File: src/hw/rtl/psfa_pkg.sv
// Shared types and constants for the power-of-two segregated free-list allocator.
// Used by the front classifier, the item queue, the back executor and the top level.
// No dependencies.
package psfa_pkg;

  // Field widths of the request and response items.
  localparam int ADDR_W = 16;
  localparam int SIZE_W = 17;
  localparam int STAT_W = 2;

  // Heap size in 16-byte units and number of size classes.
  localparam int HEAP_UNITS  = 65536;
  localparam int NUM_CLASSES = 17;

  // The class index, and the class value before the range check.
  localparam int CLS_W      = $clog2(NUM_CLASSES);
  localparam int CLS_CALC_W = $clog2(SIZE_W + 1);

  // The heap-top sum needs one more bit than a size.
  localparam int SUM_W = SIZE_W + 1;

  // The next-link memory holds a valid bit over an address.
  localparam int LINK_W     = ADDR_W + 1;
  localparam int LINK_DEPTH = 1 << ADDR_W;

  // Depth of the queue between the front and the back.
  localparam int QDEPTH  = 2;
  localparam int QPTR_W  = $clog2(QDEPTH);
  localparam int QCNT_W  = $clog2(QDEPTH + 1);

  // Bus widths: fields packed from bit zero, padded to whole bytes.
  localparam int IN_DATA_W  = ((SIZE_W + ADDR_W + 7) / 8) * 8;
  localparam int OUT_DATA_W = ((ADDR_W + SIZE_W + STAT_W + 7) / 8) * 8;

  // Request kinds on the input tuser bit.
  localparam logic REQ_ALLOC = 1'b0;
  localparam logic REQ_FREE  = 1'b1;

  // Response status codes.
  localparam logic [STAT_W-1:0] ST_OK   = 2'd0;
  localparam logic [STAT_W-1:0] ST_OOM  = 2'd1;
  localparam logic [STAT_W-1:0] ST_ZERO = 2'd2;

  // Operation decided by the front for the back to carry out.
  typedef enum logic [1:0] {
    OP_ALLOC     = 2'd0,
    OP_FREE      = 2'd1,
    OP_ERR_ZERO  = 2'd2,
    OP_ERR_RANGE = 2'd3
  } op_t;

  // One classified request as it travels through the queue.
  typedef struct packed {
    op_t               op;
    logic [CLS_W-1:0]  cls;
    logic [SIZE_W-1:0] gsize;
    logic [ADDR_W-1:0] addr;
  } item_t;

endpackage

File: src/hw/rtl/psfa_queue.sv
// Short queue of classified requests between the front and the back.
// Depends on psfa_pkg for the item type and depth.
// Lets either side stall without holding up the other.
module psfa_queue (
  input  logic            clk,
  input  logic            rst,
  input  logic            push,
  input  psfa_pkg::item_t push_item,
  output logic            full,
  input  logic            pop,
  output logic            valid,
  output psfa_pkg::item_t head_item
);

  psfa_pkg::item_t                  slots [psfa_pkg::QDEPTH];
  logic [psfa_pkg::QPTR_W-1:0]      wptr;
  logic [psfa_pkg::QPTR_W-1:0]      rptr;
  logic [psfa_pkg::QCNT_W-1:0]      count;

  assign full      = (count == psfa_pkg::QCNT_W'(psfa_pkg::QDEPTH));
  assign valid     = (count != '0);
  assign head_item = slots[rptr];

  // Pointer and occupancy bookkeeping.
  always_ff @(posedge clk) begin
    if (rst) begin
      wptr  <= '0;
      rptr  <= '0;
      count <= '0;
    end else begin
      if (push) begin
        wptr <= (wptr == psfa_pkg::QPTR_W'(psfa_pkg::QDEPTH - 1)) ? '0 : wptr + 1'b1;
      end
      if (pop) begin
        rptr <= (rptr == psfa_pkg::QPTR_W'(psfa_pkg::QDEPTH - 1)) ? '0 : rptr + 1'b1;
      end
      if (push && !pop) begin
        count <= count + 1'b1;
      end else if (pop && !push) begin
        count <= count - 1'b1;
      end
    end
  end

  // Item storage.
  always_ff @(posedge clk) begin
    if (push) begin
      slots[wptr] <= push_item;
    end
  end

endmodule

File: config.mk
export PLATFORM = sky130hd
export DESIGN_NAME = psfa_queue
export DESIGN_NICKNAME = d
export VERILOG_FILES = /design/src/hw/rtl/psfa_pkg.sv /design/src/hw/rtl/psfa_queue.sv
export SDC_FILE = /design/constraint.sdc
export NUM_CORES = 1
export LEC_CHECK = 0
export ABC_AREA = 1
export BUFFER_PORTS_ARGS = -buffer_cell sky130_fd_sc_hd__buf_2
export CORE_MARGIN = 4
export CORE_UTILIZATION = 57
export CTS_BUF_LIST = sky130_fd_sc_hd__clkbuf_4 sky130_fd_sc_hd__clkbuf_8
export DETAILED_ROUTE_END_ITERATION = 8
export PLACE_DENSITY = 0.84
export SLEW_MARGIN = 5
export SYNTH_ARGS = -nofsm -noshare
export SYNTH_HDL_FRONTEND = slang
export SYNTH_SLANG_ARGS = --single-unit
File: constraint.sdc
create_clock -name clk -period 7.95 [get_ports clk]
set_clock_uncertainty 0.1 [all_clocks]
set_input_delay 0.795 -clock clk [delete_from_list [all_inputs] [get_ports clk]]
set_output_delay 0.795 -clock clk [all_outputs]
set_load 0.005 [all_outputs]
# Yosys cells after proc, flatten, opt, wreduce, memory -nomap -nowiden

Memory sizes are Yosys's and may differ from the RTL's. A register that Yosys moved wholly into a read port is not among the register bits.
Cells that the tools add are included.

Flip-flop bits (word level): 4
Word-level logic and storage cells: 23
Bits of input ports: 44
Memories kept: 1
Output and inout port bits: 42
Memory bits (writable): 80

Memory list:

| memory | words | width | read ports | clocked after memory_dff | write ports | line             | source |
|---|---|---|---|---|---|---|---|
| slots  | 2     | 40    | 1          | 1                        | 1           | psfa_queue.sv:15 | `psfa_pkg::item_t slots [psfa_pkg::QDEPTH];` |

Add/subtract/negate cells: 4
Multiplexer cells: 8
Reduce and logical (&&, ||, !) cells: 6
Eq/ne operators: 1

Operator list:

| cell                  | number |
|---|---|
| $mux W1               | 6 |
| $mux W2               | 2 |
| $reduce_bool A2 Y1    | 2 |
| $add A1 B1 Y1 const B | 2 |
| $add A2 B1 Y2 const B | 1 |
| $eq A2 B2 Y1 const B  | 1 |
| $logic_and A1 B1 Y1   | 2 |
| $logic_not A1 Y1      | 2 |
| $sub A2 B1 Y2 const B | 1 |

# Longest topological paths before layout

Depth in word-level cells: 4
Mapped depth: 8
Mapped depth without buffers: 8

# Least setup slack after synthesis

Ideal clock, no wire load.

Path type: input to register
Start: in push
End: mem slots[0][0] in the netlist's numbering (enable)
Library setup time: 0.438 ns
Arrival: 2.518 ns
Buffers on the path: 0
Slack: 4.894 ns
Cell stages on the path: 2
Required time: 7.412 ns
Path through: inv_1 > nor2_1

Longest elaborated chain between the ends: 2

RTL lines:

| element                       | line             | source |
|---|---|---|
| from (decl)                   | psfa_queue.sv:7  | `input logic push,` |
| $mux W1                       | psfa_queue.sv:47 | `if (push) begin` |
| $mux W1 (implied by the code) | psfa_queue.sv:48 | `slots[wptr] <= push_item;` |
| to (decl)                     | psfa_queue.sv:15 |  |

Every way passes these cells.

==> metrics.csv <==
stage,metric,value,unit
placement,dpl cells,309,
detailed_routing,routed vias,1605,
cts,H-tree levels,3,
cts,CTS max path bufs,2,
cells_and_area,nets@finish,295,
timing,Final setup viols,0,
floorplan,Rows,26,
pwr,Worst VDD drop,0.0001457,V
outcome,status,finished clean,
min_path,Hold Path End,wptr,
worst_setup_path,Reg-to-Reg End,slots[0][31],
cts,CTS Hold Bufs,0,
cells_and_area,"Core Util, Final",0.7281,
detailed_routing,drt via density,4.938,
cells_and_area,most frequent cells in the layout,"buf_2, edfxtp_1, mux2_2",
detailed_routing,antenna-violating nets left,0,
timing,f_max,363.7,MHz
cts,CTS tree,built,
pwr,final total power,0.8800,mW
logic_synthesis,synthesized flop and latch total,85,
worst_setup_path,Reg-to-Reg Start,wptr,
flow_run,max_cap viols,0,
logic_synthesis,mux share of post-synthesis cell area,0.1442,
worst_setup_path,type of the worst setup path,reg -> out,
floorplan,die area,6730,um^2
detailed_routing,number of DRC markers in iteration 0,107,
logic_synthesis,main combinational cell family by area after synthesis,multiplexers,
placement,DP HPWL,3407,um
timing,Final TNS setup,0,ps
detailed_routing,Wirelength per Cell,15.57,um
logic_synthesis,YS warnings,0,
logic_synthesis,synthesized net count,202,
min_path,hold depth,2,
cells_and_area,non-filler instance count after layout,325,
cells_and_area,P&R area growth vs syn,21.31,%
pwr,pwr/cell area,232.2,nW/um^2
worst_setup_path,CP arrival,1850,ps
logic_synthesis,adder-cell share of the synthesized area,0.004005,
logic_synthesis,Post-Synth XOR/XNOR Area,0.002803,
cells_and_area,Antenna diodes,0,
timing,final hold vios,0,
worst_setup_path,crit path launch type,flip-flop,
cells_and_area,"leading cell type in the layout, fill and taps excluded",buf_2,
detailed_routing,DRT Pass-1 Iters,4,
worst_setup_path,Reg2Reg Depth,1,
global_route,gr ovfl total,0,
timing,Tcrit/Tclk final,0.3459,
detailed_routing,Post-Route WL,5059,um
worst_setup_path,Critical Path End Type,output pin,
global_route,first-pass GRT wire length,7728,um
timing,Worst Tran Pin Value,1121,ps
logic_synthesis,sequential-to-total area share from yosys stat,0.8010,
cts,Num CTS Buffers,9,
logic_synthesis,Syn Std Cell Area,3124,um^2
cts,clock insertion delay at the later pin of the skew report,330,ps
pwr,Pleak,1.470,nW
logic_synthesis,Mapped Cells,157,
global_route,initial antenna violation count,0,
floorplan,Die Height,82.04,um
cts,CTS clock-pin slew for the worst setup and hold paths,80,ps
logic_synthesis,Avg Inst Size Synth,19.90,um^2
timing,crit path time final,2750,ps
worst_setup_path,"Req. time, crit path",7050,ps
floorplan,core footprint,5205,um^2
logic_synthesis,unique cell type count in the Yosys netlist,14,
cells_and_area,fin area,3790,um^2
worst_setup_path,Worst R2R Setup Slack,6220,ps
min_path,min-delay src,wptr,
worst_setup_path,critical-path maximum fanout,40,
cts,Post-CTS Resized,0,
global_route,vias in the first global route,1683,
logic_synthesis,Synth Area in Compound Gates,0.003204,
placement,placed instance area,3608,um^2
timing,max-slew violation count,0,
cts,clock sinks,85,
timing,worst relative slew slack,0.2509,
cts,post-CTS setup buffer count,0,
detailed_routing,# DRC,0,
floorplan,die width,82.04,um
global_route,largest net degree at the start of global routing,41,
cts,Root Driver,clkbuf_8,
global_route,Tot GR Track Use,0.1604,
min_path,Hold Crit Class,reg -> reg,
placement,RD Place Congestion,0.7501,
timing,RSZ-0062 raised after global routing,false,
floorplan,Initial Utilization,0.6002,
floorplan,# IOs,86,
logic_synthesis,Simple-Gate Fraction of Synth Area,0.01962,
placement,port buffer count,85,
cells_and_area,layout cells sized above 1,0.5647,
## Yosys cell counts
| cell type | instances | area, um^2 |
|---|---|---|
| nor2_1 | 6 | 22.52 |
| nand2_1 | 6 | 22.52 |
| nand3_1 | 1 | 5.000 |
| nand4_1 | 1 | 6.260 |
| a21oi_1 | 1 | 5.000 |
| xnor2_1 | 1 | 8.760 |
| o21ai_0 | 1 | 5.000 |
| mux2_2 | 40 | 450.4 |
| buf_6 | 4 | 45.04 |
| nor3_1 | 1 | 5.000 |
| ha_1 | 1 | 12.51 |
| edfxtp_1 | 80 | 2402 |
| dfxtp_1 | 5 | 100.1 |
| inv_1 | 9 | 33.78 |
## power breakdown
group | switching [mW] | internal, mW | leakage (nW)
sequential | 0.0136 | 0.517 | 0.793
combinational | 0.0375 | 0.0465 | 0.582
clock | 0.133 | 0.132 | 0.0956
## state kept, by name (all words and copies together), names as in the netlist, named ones only
register,count
slots,80
count,2
rptr,1
wptr,1
## area by class of cell
class                           count  area (um^2)
Multi-Input combinational cell     59        550.5
Clock inverter                      4        22.52
Clock buffer                       12        158.9
Sequential cell                    85         2504
Fill cell                         344         1415
Timing Repair Buffer               86        432.9
Tap cell                           70        87.58
Inverter                            9        33.78
## per-stage QoR
| step | hold slack (ps) | worst slack (ps) |
|---|---|---|
| 5_1_grt | 466.0 | 5099 |
| 3_5_place_dp | 436.6 | 5530 |
| 4_1_cts | 449.3 | 5157 |
| 2_1_floorplan | 379.9 | 4894 |
| 6_report | 447.7 | 5200 |
| 3_3_place_gp | 402.0 | 5518 |
## kinds of logic (layout without fill, tap and decap cells)
group | after synthesis | in the layout
adders and majority gates | 1 | 1
and+or+nand+nor | 15 | 15
muxes | 40 | 40
AOI/OAI and AO/OA | 2 | 2
DFF | 85 | 85
xor gates and xnor gates | 1 | 1
buffers and inverters | 13 | 111
## critical path: stages, from the launching register on
cell and delay [ps]:
dfxtp_2 960, mux2_2 430, buf_2 130
## how the worst max path moves through the flow
| stage | endpoint | slack (ps) | from |
|---|---|---|---|
| floorplan | slots[0][0] | 4890 | push |
| global placement | head_item[29] | 5520 | flip-flop |
| detailed placement | head_item[29] | 5530 | flip-flop |
| CTS | head_item[29] | 5160 | flip-flop |
| global route | head_item[34] | 5100 | flip-flop |
| finish | head_item[34] | 5200 | flip-flop |
## per-layer routing
metal,track usage,vias to the layer above,routed length (um),part of all wire
met3,0.04496,4,385,0.076
met1,0.1940,758,2096,0.41
met5,0,-,0,0
met4,0.06478,0,46,0.0091
li1,-,783,-,-
met2,0.2714,60,2530,0.50
Power figures use the tool's default switching activity.
