## src/hw/rtl/psfa_pkg.sv

```systemverilog
// Shared types and constants for the power-of-two segregated free-list allocator.
// Used by the front classifier, the item queue, the back executor and the top level.
// No dependencies.
package psfa_pkg;

  // Field widths of the request and response items.
  localparam int ADDR_W = 16;
  localparam int SIZE_W = 17;
  localparam int STAT_W = 2;

  // Heap size in 16-byte units and number of size classes.
  localparam int HEAP_UNITS  = 65536;
  localparam int NUM_CLASSES = 17;

  // The class index, and the class value before the range check.
  localparam int CLS_W      = $clog2(NUM_CLASSES);
  localparam int CLS_CALC_W = $clog2(SIZE_W + 1);

  // The heap-top sum needs one more bit than a size.
  localparam int SUM_W = SIZE_W + 1;

  // The next-link memory holds a valid bit over an address.
  localparam int LINK_W     = ADDR_W + 1;
  localparam int LINK_DEPTH = 1 << ADDR_W;

  // Depth of the queue between the front and the back.
  localparam int QDEPTH  = 2;
  localparam int QPTR_W  = $clog2(QDEPTH);
  localparam int QCNT_W  = $clog2(QDEPTH + 1);

  // Bus widths: fields packed from bit zero, padded to whole bytes.
  localparam int IN_DATA_W  = ((SIZE_W + ADDR_W + 7) / 8) * 8;
  localparam int OUT_DATA_W = ((ADDR_W + SIZE_W + STAT_W + 7) / 8) * 8;

  // Request kinds on the input tuser bit.
  localparam logic REQ_ALLOC = 1'b0;
  localparam logic REQ_FREE  = 1'b1;

  // Response status codes.
  localparam logic [STAT_W-1:0] ST_OK   = 2'd0;
  localparam logic [STAT_W-1:0] ST_OOM  = 2'd1;
  localparam logic [STAT_W-1:0] ST_ZERO = 2'd2;

  // Operation decided by the front for the back to carry out.
  typedef enum logic [1:0] {
    OP_ALLOC     = 2'd0,
    OP_FREE      = 2'd1,
    OP_ERR_ZERO  = 2'd2,
    OP_ERR_RANGE = 2'd3
  } op_t;

  // One classified request as it travels through the queue.
  typedef struct packed {
    op_t               op;
    logic [CLS_W-1:0]  cls;
    logic [SIZE_W-1:0] gsize;
    logic [ADDR_W-1:0] addr;
  } item_t;

endpackage

```

## src/hw/rtl/psfa_front.sv

```systemverilog
// Front of the allocator: takes requests and sorts them into operations.
// Rounds the size up to a power of two and checks zero and range errors.
// Depends on psfa_pkg.
module psfa_front (
  input  logic                              s_valid,
  output logic                              s_ready,
  input  logic                              req_type,
  input  logic [psfa_pkg::SIZE_W-1:0]       size_blocks,
  input  logic [psfa_pkg::ADDR_W-1:0]       block_addr,
  input  logic                              q_full,
  output logic                              q_push,
  output psfa_pkg::item_t                   q_item
);

  logic [psfa_pkg::SIZE_W-1:0]     size_m1;
  logic [psfa_pkg::CLS_CALC_W-1:0] cls_calc;
  logic                            size_zero;
  logic                            out_of_range;

  // Ceiling log2: one above the highest set bit of size minus one.
  always_comb begin
    size_m1  = size_blocks - psfa_pkg::SIZE_W'(1);
    cls_calc = '0;
    for (int i = 0; i < psfa_pkg::SIZE_W; i++) begin
      if (size_m1[i]) begin
        cls_calc = psfa_pkg::CLS_CALC_W'(i + 1);
      end
    end
  end

  assign size_zero    = (size_blocks == '0);
  assign out_of_range = (cls_calc >= psfa_pkg::CLS_CALC_W'(psfa_pkg::NUM_CLASSES));

  // Classify the request into the operation the back will perform.
  always_comb begin
    q_item.cls   = psfa_pkg::CLS_W'(cls_calc);
    q_item.gsize = psfa_pkg::SIZE_W'(1) << cls_calc;
    q_item.addr  = block_addr;
    if (size_zero) begin
      q_item.op = psfa_pkg::OP_ERR_ZERO;
    end else if (out_of_range) begin
      q_item.op = psfa_pkg::OP_ERR_RANGE;
    end else if (req_type == psfa_pkg::REQ_FREE) begin
      q_item.op = psfa_pkg::OP_FREE;
    end else begin
      q_item.op = psfa_pkg::OP_ALLOC;
    end
  end

  // A transaction is taken whenever the queue has room.
  assign s_ready = !q_full;
  assign q_push  = s_valid && !q_full;

endmodule

```

## config.mk

```make
export PLATFORM = sky130hd
export DESIGN_NAME = psfa_front
export DESIGN_NICKNAME = d
export VERILOG_FILES = /design/src/hw/rtl/psfa_pkg.sv /design/src/hw/rtl/psfa_front.sv
export SDC_FILE = /design/constraint.sdc
export NUM_CORES = 1
export LEC_CHECK = 0
export BUFFER_PORTS_ARGS = -buffer_cell sky130_fd_sc_hd__buf_2
export CAP_MARGIN = 15
export CELL_PAD_IN_SITES_DETAIL_PLACEMENT = 1
export CELL_PAD_IN_SITES_GLOBAL_PLACEMENT = 1
export CORE_MARGIN = 5
export CORE_UTILIZATION = 32
export DETAILED_ROUTE_END_ITERATION = 10
export GPL_TIMING_DRIVEN = 0
export PLACE_DENSITY = 0.95
export SLEW_MARGIN = 20
export SYNTH_ARGS = -nofsm -noshare
export SYNTH_HDL_FRONTEND = slang
export SYNTH_SLANG_ARGS = --single-unit
```

## constraint.sdc

```tcl
create_clock -name vclk -period 7
set_clock_uncertainty 0.15 [all_clocks]
set_input_delay 0.35 -clock vclk [all_inputs]
set_output_delay 0.35 -clock vclk [all_outputs]
set_load 0.03 [all_outputs]
```

* Yosys cells after proc, flatten, opt, wreduce, memory -nomap -nowiden
Cells that the tools add are included.
Storage, ports and cells: register bits after elaboration 0, input bits 36, output and inout bits 42, logic and storage cells 26
Operators by class: add/subtract/negate cells 1, order comparisons 1, shift operators 1, multiplexer cells 20, reductions and logical operators 3
Operators by type and width (count):
- 2-to-1 mux 5 bit | 15
- logical NOT 17 bit | 1
- << shifter 1 x 5 -> 17 bit, first input constant | 1
- subtractor 17 x 1 -> 17 bit, second input constant | 1
- 2-to-1 mux 2 bit | 3
- >= comparator 5 bit, second input constant | 1
- 2-to-1 mux 1 bit | 2
- logical AND 1 bit | 1
- logical NOT 1 bit | 1

* Longest topological paths before layout
Gate-level depths: netlist of the first run.
word-level depth 21, depth in mapped cells 11, mapped depth without buffers 8

* Worst setup path after synthesis of the first run
No wires, ideal clock.
path type input to output, from input port size_blocks[0] (netlist name), to output port q_item[17] (netlist name), data arrival time 3512 ps, data required time 6500 ps, path slack 2988 ps, stages on the path 10, path buffers 3, path through clkbuf_1 -> inv_1 -> ha_1 -> clkbuf_1 -> o21ba_2 -> nor2_1 -> o32a_1 -> clkbuf_1 -> or4b_4 -> nor4_1
RTL lines:
- from (decl) | RTL line psfa_front.sv:8 | input logic [psfa_pkg::SIZE_W-1:0] size_blocks,
- to (decl) | RTL line psfa_front.sv:12 | output psfa_pkg::item_t q_item

==> metrics.txt, run 1 <==
status=completed; worst-path fanout max=10; synthesis-to-finish area growth=28.66%; IO Port Bufs=59; Top Ports=78; Hold Violations, Final=0; pre-CTS setup slack=between 3000 and 4000 ps; setup violators final=0; row count=22; busiest grt layer=met2; final worst-path setup slack=a little over 3000 ps; worst path required time=6500 ps; CP peak stage delay=around 590 ps; routed vias/inst=5.855; Routed Antenna Nets=0; layout cells sized above 1=0.3373; WP buf/inv=5; Critical Path Stages=12; storage element area=0 um2; VDD IR max=approximately 0.026 mV; Final Instance Area=between 1500 and 2000 um2; gr ovfl total=0; layout net count=295; count leader, synth=nor2_1; class of the worst hold path=input port to output pin; max-cap violations=0; Sw Pwr=a little over 60 uW; met1 Track Usage GR=0.2296; Setup crit start=size_blocks[0]; Worst Max-Slew Pin Slew=799.8 ps; ANT cells=0; Worst path top cell family by delay=simple AND/OR/NAND/NOR gates; Flop pwr share=0; die area=5219 um2; GRT Total Usage=0.1749; Crit. End Element=output pin; dpl cell area=around 1600 um2; Pwr Density=around 60 nW/um2; M2 GR Usage=0.3114; Comb pwr share=1.000; crit start category=input port; max-slew violation count=0; Pre-Repair DR Iteration Count=4; cells along the critical path=buf_2 -> clkbuf_1 -> inv_1 -> ha_1 -> clkbuf_1 -> o21a_1 -> a31oi_1 -> a2bb2oi_1 -> nand2b_1 -> or4b_4 -> nor4_1 -> buf_2; worst setup path end=q_item[17]; Critical Path AT=3390 ps; RSZ-0062 raised after global routing=false; synth top area cells=buf_4, nor3_1, nor2_1; P_int=33.87 uW; Seq Cell Count=0; Residual DRC=0; share of the synthesized area in the top cell type=0.09687; pin count of the biggest net entering global routing=11; register area share after synthesis=0; worst-path cell with the longest stage delay=or4b_4; Cell Area, Synth=between 1000 and 1500 um2; Mapped Nets=roughly 230; cts-stage hold buffer count=0; ratio of final minimum period to clock period=0.5561; Synth Area per Inst=6.326 um2; antenna violations before repair=0; Post-CTS Setup Inserts=0; synth unique cells=57; Switching Fraction=0.6470; CTS resizes=0; setup_tns=0 ps; Leakage Power=0.6610 nW; top cells by count, synth=nor2_1, nor3_1, buf_4, nand4_1; clock buffer count=0; fin crit period=3893 ps; Slew HR=0.4627; initial detailed-routing violation count=123; Vias=1774; clock network power share=0; critical hold path startpoint=block_addr[2]; gp weighted congestion=0.8867; Initial Util=0.3337; vias in the first global route=1745; drt total wl=4726 um; Die X=between 70 and 80 um; Die Y=just over 70 um; first-pass GRT wire length=7859 um; Core Region=roughly 3700 um2; Worst Setup Path Type=input port to output pin; area leader, netlist=buf_4; drt wl/cell=15.60 um; HPWL Detailed=between 3000 and 4000 um; f_max=around 260 MHz; met3 Use GR=0.009695; number of fill cells in the layout=539; Yosys warning count=0; Cells after Synth=196
## how the worst min path moves through the flow
stage	depth (start not counted)	slack (ps)	endpoint
floorplan	1	660	q_push
global placement	2	800	q_item[12]
detailed placement	2	800	q_item[2]
CTS	2	800	q_item[2]
global route	2	810	q_item[2]
finish	2	800	q_item[2]
## layout make-up
type | instances | area (um2) | share of cell area
tap | 48 | 60.06 | 0.03765
inverter | 10 | 37.54 | 0.02353
buffer | 30 | 182.7 | 0.1145
timing repair buffer | 59 | 295.3 | 0.1851
multi-input combinational | 156 | 1020 | 0.6392
## kinds of logic (layout without fill, tap and decap cells)
logic type / Yosys count / after routing / synth area share
and+or+nand+nor: 101 / 101 / 0.4823
xor gates and xnor gates: 3 / 3 / 0.02119
AOI/OAI and AO/OA: 48 / 48 / 0.2826
adders and majority gates: 3 / 3 / 0.02825
muxes: 1 / 1 / 0.008073
buffers and inverters: 40 / 99 / 0.1776
## cell usage in the layout, fill, tap and decap left out, types with 2 or more instances in the layout
| cell type | count |
|---|---|
| buf_2 | 60 |
| nor2_1 | 22 |
| nor3_1 | 17 |
| buf_4 | 16 |
| nand4_1 | 11 |
| inv_1 | 10 |
| clkbuf_1 | 10 |
| a21oi_1 | 8 |
| nand2b_1 | 6 |
| a31oi_1 | 6 |
| nand2_1 | 6 |
| or3_1 | 6 |
| nor3b_1 | 6 |
| o21ai_0 | 5 |
| nor4_1 | 4 |
| a211oi_1 | 3 |
| nor2b_1 | 3 |
| nor4b_1 | 3 |
| o31ai_1 | 3 |
| xnor2_1 | 3 |
| or2_2 | 2 |
| o32a_1 | 2 |
| nand3b_1 | 2 |
| or4_1 | 2 |
| o31a_1 | 2 |
| nand3_1 | 2 |
| a2bb2oi_1 | 2 |
| a221oi_1 | 2 |
| o211ai_1 | 2 |
| ha_1 | 2 |
## metal layers
metal | wire (um) | vias up
li1 | - | 846
met1 | 1978 | 826
met2 | 2275 | 94
met3 | 411 | 8
met4 | 61 | 0
met5 | 0 | -
## per-stage QoR
stage	instances	total power, mW	hold WS (ps)	utilization
after floorplan	196	0.06697	659.6	-
after global placement	303	0.09166	802.3	0.4293
after detailed placement	303	0.09509	803.1	0.4293
after CTS	303	0.09538	803.3	0.4293
after global routing	303	0.1044	808.5	0.4293
final	303	0.09595	801.3	0.4293
## power by group through the flow
stage | Clock [mW] | Sequential (mW) | Combinational (mW)
after floorplan | 0 | 0 | 0.0670
after global placement | 0 | 0 | 0.0917
after detailed placement | 0 | 0 | 0.0951
after CTS | 0 | 0 | 0.0954
after global routing | 0 | 0 | 0.104
final | 0 | 0 | 0.0959
No activity file was read; power rests on OpenSTA's default activity.
==> inputs of run 2 (changes only) <==
- CORE_UTILIZATION: 32 -> 29
- PLACE_DENSITY: 0.95 -> 0.94
- clock period: 7 -> 3.6 ns (I/O delays scaled with it)
==> metrics.txt, run 2 (same netlist as run 1, synthesis figures left out) <==
GRT Total Usage=0.1540 (-0.02097); Hold Violations, Final=0 (unchanged); Switching Fraction=0.6445 (-0.002537); row count=23 (+4.5%); max-slew violation count=0 (unchanged); met3 Use GR=0.002639 (-0.007057); crit start category=input port; Pre-Repair DR Iteration Count=4 (unchanged); HPWL Detailed=3887 um (-1.3%); clock buffer count=0 (unchanged); worst-path fanout max=10 (unchanged); Crit. End Element=output pin; WHS Endpoint=q_item[2]; Residual DRC=0 (unchanged); Die Y=75.39 um (+4.4%); Pwr Density=116.3 nW/um2 (+93%); antenna violations before repair=0 (unchanged); Comb pwr share=1.000 (about the same); setup_tns=0 ps (unchanged); cts-stage hold buffer count=0 (unchanged); Seq Cell Count=0 (unchanged); Hold Crit Depth=2 (unchanged); Routed Antenna Nets=0 (unchanged); P_int=66.75 uW (+97%); Top Ports=78 (unchanged); Core Region=4086 um2 (+10%); drt wl/cell=15.44 um (-0.99%); Flop pwr share=0 (unchanged); f_max=around 300 MHz; Leakage Power=0.6724 nW (+1.7%); setup violators final=0 (unchanged); vias in the first global route=1576 (-9.7%); drt total wl=4710 um (-0.34%); ANT cells=0 (unchanged); status=completed; most frequent cells in the layout=buf_2, nor2_1, nor3_1; busiest grt layer=met2; fin crit period=3299 ps; pin count of the biggest net entering global routing=11 (unchanged); layout cells sized above 1=0.3569 (+0.01961); Die X=75.39 um (+4.4%); Worst Setup Path Type=input port to output pin; M2 GR Usage=0.2761 (-0.03530); class of the worst hold path=input port to output pin; RSZ-0062 raised after global routing=false; Critical Path AT=2970 ps (-420 ps); die area=5684 um2 (+8.9%); commonest non-fill, non-tap cell in the layout=buf_2; VDD IR max=0.03984 mV (+54%); critical hold path startpoint=block_addr[2]; Initial Util=0.3034 (-0.03024); gr ovfl total=0 (unchanged); first-pass GRT wire length=7314 um (-6.9%); worst path required time=3270 ps (-3230 ps); storage element area=0 um2 (unchanged); IO Port Bufs=59 (unchanged); max-cap violations=0 (unchanged); Non-Filler Instances=305 (+0.66%); Worst Max-Slew Pin Slew=806.2 ps (+6.405 ps); placed insts=305 (+0.66%); synthesis-to-finish area growth=30.17%; layout net count=295 (unchanged); initial detailed-routing violation count=70 (-43%); met1 Track Usage GR=0.2183 (-0.01132); Slew HR=0.4584 (-0.004303); Vias=1730 (-2.5%); gp weighted congestion=0.9455 (+6.6%); ratio of final minimum period to clock period=0.9164; Sw Pwr=121.0 uW (+95%); routed vias/inst=5.672 (-3.1%); clock network power share=0 (unchanged)
-- run 2: stage by stage --
step           setup WS (ps)    util  cell area, um2  power (mW)  hold slack (ps)
6_report               301.1  0.3950            1614      0.1878            460.9
5_1_grt                60.47  0.3950            1614      0.2035            465.9
4_1_cts                38.04  0.3925            1604      0.1856            463.9
3_5_place_dp           81.76  0.3925            1604      0.1849            463.4
3_3_place_gp           161.2  0.3925            1604      0.1800            462.4
2_1_floorplan          65.54       -            1246      0.1306            319.6
-- run 2: worst max-delay path: stages --
cell       delay, ps
buf_2            120
clkbuf_2         190
inv_1            110
ha_1             220
clkbuf_2         230
o21a_1           290
a31oi_1          120
a2bb2oi_1        200
nand2b_1         290
or4b_4           600
a211oi_2         200
buf_2            220
-- run 2: how the worst max path moves through the flow --
stage	startpoint	endpoint	slack, ps	cells past startpoint
after detailed placement	size_blocks[0]	q_item[21]	80	12
after global placement	size_blocks[0]	q_item[16]	160	12
after CTS	size_blocks[0]	q_item[21]	40	12
after global routing	size_blocks[0]	q_item[26]	60	13
after floorplan	size_blocks[6]	q_item[21]	70	7
final	size_blocks[0]	q_item[16]	300	12
-- run 2: timing repair --
| action | in CTS | in global routing |
|---|---|---|
| setup buffers | 0 | 0 |
| setup endpoints to repair | 0 | 15 |
| gates resized for setup | 0 | 7 |
-- run 2: power groups by stage --
stage | Combinational [mW] | Sequential, mW | Clock [mW]
detailed placement | 0.185 | 0 | 0
global route | 0.204 | 0 | 0
finish | 0.188 | 0 | 0
CTS | 0.186 | 0 | 0
global placement | 0.180 | 0 | 0
floorplan | 0.131 | 0 | 0
-- run 2: routing by layer --
| layer | vias to the layer above | share of wire |
|---|---|---|
| met3 | 6 | 0.055 |
| met2 | 58 | 0.47 |
| met4 | 0 | 0.0066 |
| li1 | 848 | - |
| met5 | - | 0 |
| met1 | 818 | 0.46 |
-- run 2: cell type report --
class | count | area [um2]
well taps | 50 | 62.56
repair buffers | 59 | 295.3
fillers | 564 | 2472
plain buffers | 30 | 186.4
multi-input cells | 156 | 1032
inverters | 10 | 37.54
==> inputs of run 3 (changes only) <==
- REMOVE_ABC_BUFFERS: unset -> 1
==> metrics.txt, run 3 (same netlist as run 1, synthesis figures left out) <==
RSZ-0062 raised after global routing=false; crit start category=input port; Die Y=75.39 um (unchanged); setup violators final=0 (unchanged); drt total wl=4411 um (-6.3%); Sw Pwr=92.59 uW (-23%); critical hold path startpoint=block_addr[0]; Pre-Repair DR Iteration Count=4 (unchanged); row count=23 (unchanged); Flop pwr share=0 (unchanged); die area=5684 um2 (unchanged); vias in the first global route=1522 (-3.4%); Hold Violations, Final=0 (unchanged); synthesis-to-finish area growth=8.880%; first-pass GRT wire length=7017 um (-4.1%); most frequent cells in the layout=buf_2, nor2_1, nor3_1; Worst Max-Slew Pin Slew=806.4 ps (+0.2525 ps); gr ovfl total=0 (unchanged); ANT cells=0 (unchanged); commonest non-fill, non-tap cell in the layout=buf_2; number of fill cells in the layout=558 (-1.1%); layout cells sized above 1=0.2547 (-0.1021); max-slew violation count=0 (unchanged); CTS resizes=0 (unchanged); layout net count=252 (-15%); status=completed; storage element area=0 um2 (unchanged); Final Instance Area=1350 um2 (-16%); HPWL Detailed=3568 um (-8.2%); antenna violations before repair=0 (unchanged); routed vias/inst=6.065 (+6.9%); P_int=46.20 uW (-31%); Util after Layout=0.3304 (-0.06461); setup_tns=0 ps (unchanged); area of the multi-input gates=1020 um2 (-1.2%); Critical Path AT=2810 ps (-160 ps); gp weighted congestion=0.9542 (+0.92%); Leakage Power=0.5063 nW (-25%); class of the worst hold path=input port to output pin; Comb pwr share=1.000 (about the same); Vias=1589 (-8.2%); Initial Util=0.3034 (unchanged); Hold Crit Depth=0 (-2); Slew HR=0.4583 (about the same); max-cap violations=0 (unchanged); initial detailed-routing violation count=134 (+91%); Pwr Density=102.8 nW/um2 (-12%); Die X=75.39 um (unchanged); Residual DRC=0 (unchanged); Switching Fraction=0.6672 (+0.02267); worst path required time=3270 ps (about the same); Top Ports=78 (unchanged); Final Power=138.8 uW (-26%); f_max=318.4 MHz (+5.0%); Seq Cell Count=0 (unchanged); Post-CTS Setup Inserts=0 (unchanged); drt wl/cell=16.84 um (+9.0%); Routed Antenna Nets=0 (unchanged); Core Region=4086 um2 (unchanged); dpl cell area=1350 um2 (-16%); pin count of the biggest net entering global routing=15 (+4); GRT Total Usage=0.1502 (-0.003782); cts-stage hold buffer count=0 (unchanged); Setup crit start=size_blocks[0]; Worst Setup Path Type=input port to output pin; VDD IR max=0.02583 mV (-35%); ratio of final minimum period to clock period=0.8724 (-0.04393); clock buffer count=0 (unchanged); IO Port Bufs=46 (-22%); Crit. End Element=output pin; clock network power share=0 (unchanged); fin crit period=3141 ps (-158.1 ps); worst-path fanout max=13 (+3)
==> run 3: cell types whose count changed in the layout (fill, tap and decap cells not counted), moves of 4 or more <==
cell,delta
clkbuf_2,-4
buf_4,-16
buf_2,-14
clkbuf_1,-8
==> run 3: layer usage <==
metal,GRT usage,routed length (um)
met1,0.1894,1830
met2,0.2550,2130
met3,0.04749,415
met4,0.02330,35
met5,0,0
==> run 3: final cells by class <==
type                       count  area share
inverter                      10     0.02780
multi-input combinational    156      0.7553
tap                           50     0.04634
timing repair buffer          46      0.1705
==> run 3: power groups by stage <==
stage / sequential, mW / combinational (mW) / clock [mW]
after floorplan: 0 / 0.0833 / 0
after global placement: 0 / 0.134 / 0
after detailed placement: 0 / 0.138 / 0
after CTS: 0 / 0.139 / 0
after global routing: 0 / 0.153 / 0
final: 0 / 0.139 / 0
==> run 3: worst paths after layout <==
check | endpoint | slack (ps)
max | q_item[25] | 460
min | q_item[0] | 210
==> run 3: worst max-delay path, cell delays in order <==
cell and delay [ps]:
buf_2 180, inv_1 100, ha_1 390, o21ba_2 260
a2111oi_0 400, nor3_1 80, o22a_1 210, o31ai_1 640
nor4_1 150, buf_2 220
==> run 3: through the flow <==
stage / hold WS (ps) / std cells / setup slack [ps]
after floorplan: 210.0 / 166 / 185.2
after global placement: 210.4 / 262 / 564.6
after detailed placement: 210.4 / 262 / 458.4
after CTS: 210.4 / 262 / 443.3
after global routing: 210.2 / 262 / 150.0
final: 210.3 / 262 / 459.2
